`config.mk`:
```
export PLATFORM = sky130hd
export DESIGN_NAME = bmfm_bctab
export DESIGN_NICKNAME = d
export VERILOG_FILES = /design/src/sv/bmfm_pkg.sv /design/src/sv/bmfm_bctab.sv
export SDC_FILE = /design/constraint.sdc
export NUM_CORES = 2
export LEC_CHECK = 0
export BUFFER_PORTS_ARGS = -buffer_cell sky130_fd_sc_hd__buf_2
export CAP_MARGIN = 10
export CELL_PAD_IN_SITES_DETAIL_PLACEMENT = 1
export CELL_PAD_IN_SITES_GLOBAL_PLACEMENT = 1
export CORE_ASPECT_RATIO = 1.1
export CORE_MARGIN = 8
export CORE_UTILIZATION = 55
export DETAILED_ROUTE_END_ITERATION = 12
export PLACE_DENSITY_LB_ADDON = 0.1
export SLEW_MARGIN = 20
export SYNTH_ARGS = -nofsm -noshare
export SYNTH_HDL_FRONTEND = slang
export SYNTH_SLANG_ARGS = --single-unit
```
`constraint.sdc`:
```
create_clock -name clk_i -period 2.3 [get_ports clk_i]
set_input_delay 0.46 -clock clk_i [delete_from_list [all_inputs] [get_ports clk_i]]
set_output_delay 0.46 -clock clk_i [all_outputs]
set_load 0.05 [all_outputs]
```
`src/sv/bmfm_pkg.sv`:
```
// ----------------------------------------------------------------------------
// bmfm_pkg: shared types and sizes of the string search block
// store depths, index widths and the bad-character table write group
// ----------------------------------------------------------------------------
package bmfm_pkg;

  localparam int unsigned PatternMax = 64;
  localparam int unsigned TextMax    = 4096;

  localparam int unsigned PA_W = $clog2(PatternMax);     // pattern address
  localparam int unsigned PL_W = $clog2(PatternMax + 1); // pattern length
  localparam int unsigned TA_W = $clog2(TextMax);        // text address
  localparam int unsigned TL_W = $clog2(TextMax + 1);    // text length
  localparam int unsigned BC_W = PL_W;                   // last index + 1

  typedef struct packed {
    logic            clr;
    logic            en;
    logic [7:0]      addr;
    logic [BC_W-1:0] data;
  } bc_wr_t;

endpackage

```
`src/sv/bmfm_bctab.sv`:
```
// ----------------------------------------------------------------------------
// bmfm_bctab: bad-character table
// 256-entry memory with per-entry valid bits; an entry not valid reads zero
// ----------------------------------------------------------------------------
module bmfm_bctab (
  input  logic                  clk_i,
  input  logic                  rst_ni,
  input  bmfm_pkg::bc_wr_t      wr_i,
  input  logic [7:0]            rd_addr_i,
  output logic [bmfm_pkg::BC_W-1:0] rd_data_o
);
  import bmfm_pkg::*;

  logic [BC_W-1:0] mem [256];
  logic [255:0]    vld_q;
  logic [BC_W-1:0] data_q;
  logic            hit_q;

  always_ff @(posedge clk_i) begin
    if (wr_i.en) begin
      mem[wr_i.addr] <= wr_i.data;
    end
    data_q <= mem[rd_addr_i];
  end

  always_ff @(posedge clk_i or negedge rst_ni) begin
    if (!rst_ni) begin
      vld_q <= '0;
      hit_q <= 1'b0;
    end else begin
      if (wr_i.clr) begin
        vld_q <= '0;
      end else if (wr_i.en) begin
        vld_q[wr_i.addr] <= 1'b1;
      end
      hit_q <= vld_q[rd_addr_i];
    end
  end

  assign rd_data_o = hit_q ? data_q : '0;

endmodule

```
Word-level counts from Yosys, hierarchy flattened --
Memory sizes are Yosys's and may differ from the RTL's. A register that Yosys moved wholly into a read port is not among the register bits. Index checks and enable logic that the tools add are counted.
Operators by class: bitwise operators 1, $lt $le $gt $ge 3, shifts and indexed selects 0, div/mod/pow operators 0, mux-type cells 9, eq/ne operators 0, add/sub/neg operators 0, multiply operators 0, reductions and logical operators 2
Operators with widths (number):
- two-way mux 256 bit | 2
- OR 256 bit | 1
- less-than comparator 8 x 9 -> 1 bit (second input constant) | 2
- binary-select mux 1 bit (select 8 bit) | 1
- demux 1 bit (select 8 bit) | 1
- greater-or-equal comparator 8 x 1 -> 1 bit (second input constant) | 1
- two-way mux 7 bit | 1
- two-way mux 1 bit | 4
- nonzero test 2 bit | 1
- logical AND 1 bit | 1
Word-level totals: latch bits 0, memories kept 1, register bits 257, ROM bits 0, bits in writable memories 1792, output and inout bits 7
Memory list:
- mem | words 256, width 7, rd ports 1, clocked after memory_dff 1, wr ports 1, RTL line bmfm_bctab.sv:14 | logic [BC_W-1:0] mem [256];

Longest topological paths before layout --
depth in word-level cells 7, mapped depth 12, mapped depth without buffers 6

Least setup slack after synthesis --
No wires, ideal clock.
kind input -> register, start input wr_i[8] (netlist name), end memory mem[238][0] (netlist name) (enable), buffers on the path 3, stages 6, setup time 368 ps, setup slack 37 ps, arrival 1895 ps, required time 1932 ps, cells stage by stage clkbuf_1 nor2b_1 clkbuf_1 nand4_1 clkbuf_1 nor2_1
RTL lines:
- start, declared | RTL line bmfm_bctab.sv:8 | input bmfm_pkg::bc_wr_t wr_i,
- end, declared | RTL line bmfm_bctab.sv:14
No word-level cell before the write port.

==> results_dict.tcl <==
set metrics [dict create \
    first_global_vias 48600 \
    initial_core_util_pct 55.3 \
    yosysTopAreaCell "edfxtp_1" \
    finalHoldViolations 0 \
    cp_max_fo 12 \
    criticalPathCategory "input port to flop" \
    rsz0062_at_grt "true" \
    wl_per_cell_um 33.3 \
    yosysWarnings 0 \
    dieArea_mm2 0.159 \
    drc_errors 0 \
    synth_top_area_share_pct 66.7 \
    skew_ps 31.3 \
    post-dp-hpwl_um 159000 \
    required_ps 3050 \
    cp_slowest_stage_delay_ps 570 \
    synthesis.nets 4317 \
    slowest_stage "a311oi_4" \
    startpoint_type "input port" \
    cts_sinks 2056 \
    cp.arrival_ps 3110 \
    synth_edf_count 1792 \
    die_y_um 418 \
    fin_crit_ps 2360 \
    synthesis.area_mm2 0.0807 \
    wirelength_um 239000 \
    fin_total_pwr_mw 79.0 \
    crit_top_cell "buf_4" \
    status "finished, violations left" \
    cts_buffer_depth 3 \
    clock_latency_ps 850 \
    synthCells 4290 \
    fin_crit_sh_pct 102 \
    hold_class "input port to flop" \
    grt_util_all_layers_pct 29.9 \
    antenna_found_initial 10 \
    synth_cell_types 57 \
    clk_pin_slew_ps 60 \
    grt_pass1_wl_um 345000 \
    synth-seq-cells 2056 \
    r2r_setup_slack_ps -20 \
    cts_buffers 200 \
    cp-end-kind "flop" \
    layout_commonest_cell "edfxtp_1" \
    root_buffer "clkbuf_16" \
    slew_viol_final 0 \
    ant_nets 0 \
    fin_ws_ps -56.0 \
    syn_to_final_growth_pct 19.4 \
    grt_max_degree 76 \
    utilization_pct 66.1 \
    fin_nets 5107 \
    drt_iter0_markers 5505 \
    gp_congestion 0.912 \
    violations "negative setup slack" \
    mostFrequentLayoutCells "edfxtp_1 (1,792), nor2_1 (729), buf_4 (706), mux4_2 (389), dfrtp_1 (256)" \
    avgSynthCellArea_um2 18.8 \
    die_w_um 381 \
    io_buffers 33 \
    coreArea_mm2 0.146 \
    io_pins 34 \
    dp.cells 6810 \
    power.leakage_nw 33.7 \
    maxCapViolations 0 \
    synth_area_leaders "edfxtp_1 (67%), mux4_2 (11%), dfrtp_1 (8.0%)" \
    async_reset_ff_share_pct 12.5 \
    setup_tns_ps -87.2 \
    gr-total-overflow 0 \
    viasPerCell 6.40 \
    rows 147 \
    cts-htree-levels 4 \
    cp_cell_sequence "buf_4, buf_4, or2_2, buf_4, nor2_1, buf_4, buf_4, a22oi_1, a311oi_4, o32ai_4, nor3_1" \
    seq_area_frac_synth_pct 74.8 \
    tightest_slew_ps 824 \
    p_per_area_mw_per_mm2 820 \
    first_pass_iters 6 \
    synthFlopType "edfxtp_1" \
    cts_tree "done" \
    vias 46100 \
    instances_no_fill 7199 \
    setup_violations 3 \
    fmax_mhz 424 \
    drive_above_1_share_pct 30.8 \
    vdd_drop_max_mv 0.785 \
    relSlewSlack_pct 44.8 \
]
## cell families after synthesis
family                 count (synthesis)  share of synthesized area (%)
AO/OA/AOI/OAI                        447                           3.99
AND/OR/NAND/NOR                      930                           4.77
buffers and inverters                264                           2.08
multiplexers                         593                           14.3
flip-flops                          2056                           74.8
## path summary, 6_finish.rpt
path,cells after the start,to,from
worst max register to register,5,data_q[2],mem[8][2]
max in group asynchronous,3,vld_q[111],rst_ni
worst min-delay path,1,mem[70][4],wr_i[4]
worst max-delay path,11,data_q[4],rd_addr_i[3]
min in group asynchronous,2,vld_q[21],rst_ni
worst min register to register,2,vld_q[194],vld_q[194]
## final cells by class
type	count	area [um2]
Timing Repair Buffer	849	7870
Multi-Input combinational cell	1970	19000
Fill cell	12200	49500
Sequential cell	2056	60400
Tap cell	1937	2420
Antenna cell	6	15.0
Clock buffer	274	5570
Clock inverter	104	1110
Inverter	3	11.3
## layer usage
layer  wire (um)  GRT usage (%)
met3       18600           4.58
met1       95100           42.0
met5          39              0
met2      117000           48.7
met4        8520           10.2
## sequential cells by signal (all words and copies together) (netlist names)
signal / count
data_q: 7
hit_q: 1
vld_q: 256
mem: 1792
## critical path: cells and delay by family
| family | cells | cell delay [ps] |
|---|---|---|
| buf+inv | 5 | 960 |
| compound gates | 3 | 910 |
| simple gates | 3 | 760 |
## cells in the mapped netlist, types with 37 or more instances
master / instances
buf_2: 37
mux2i_1: 158
a21oi_1: 103
clkbuf_1: 140
o22ai_1: 38
nand2_1: 38
a22oi_1: 165
edfxtp_1: 1792
mux4_2: 387
nor2_1: 732
mux4_1: 47
dfrtp_1: 257
## power by group
group | internal [mW] | total [mW] | switching, mW
Combinational | 1.89 | 4.81 | 2.92
Sequential | 40.7 | 40.7 | 0.0469
Clock | 19.4 | 33.5 | 14.1
## stage by stage
step	instance area (um2)	worst slack [ps]	hold WS (ps)
6_report	96300	-56.0	60.2
5_1_grt	96300	-29.7	26.7
4_1_cts	96200	-47.0	8.62
3_5_place_dp	89300	-1410	415
3_3_place_gp	89300	-1440	410
2_1_floorplan	80700	37.1	164
## timing repair
item                                    CTS  global route
pin swaps                                 8             7
cloned                                    0             0
endpoints found under the setup margin   15             8
hold endpoints to repair                243             0
hold buffers                              2             0
setup buffers                             0             3
resized for setup                        50            14
Note: power is estimated with default switching activity, not from simulation.
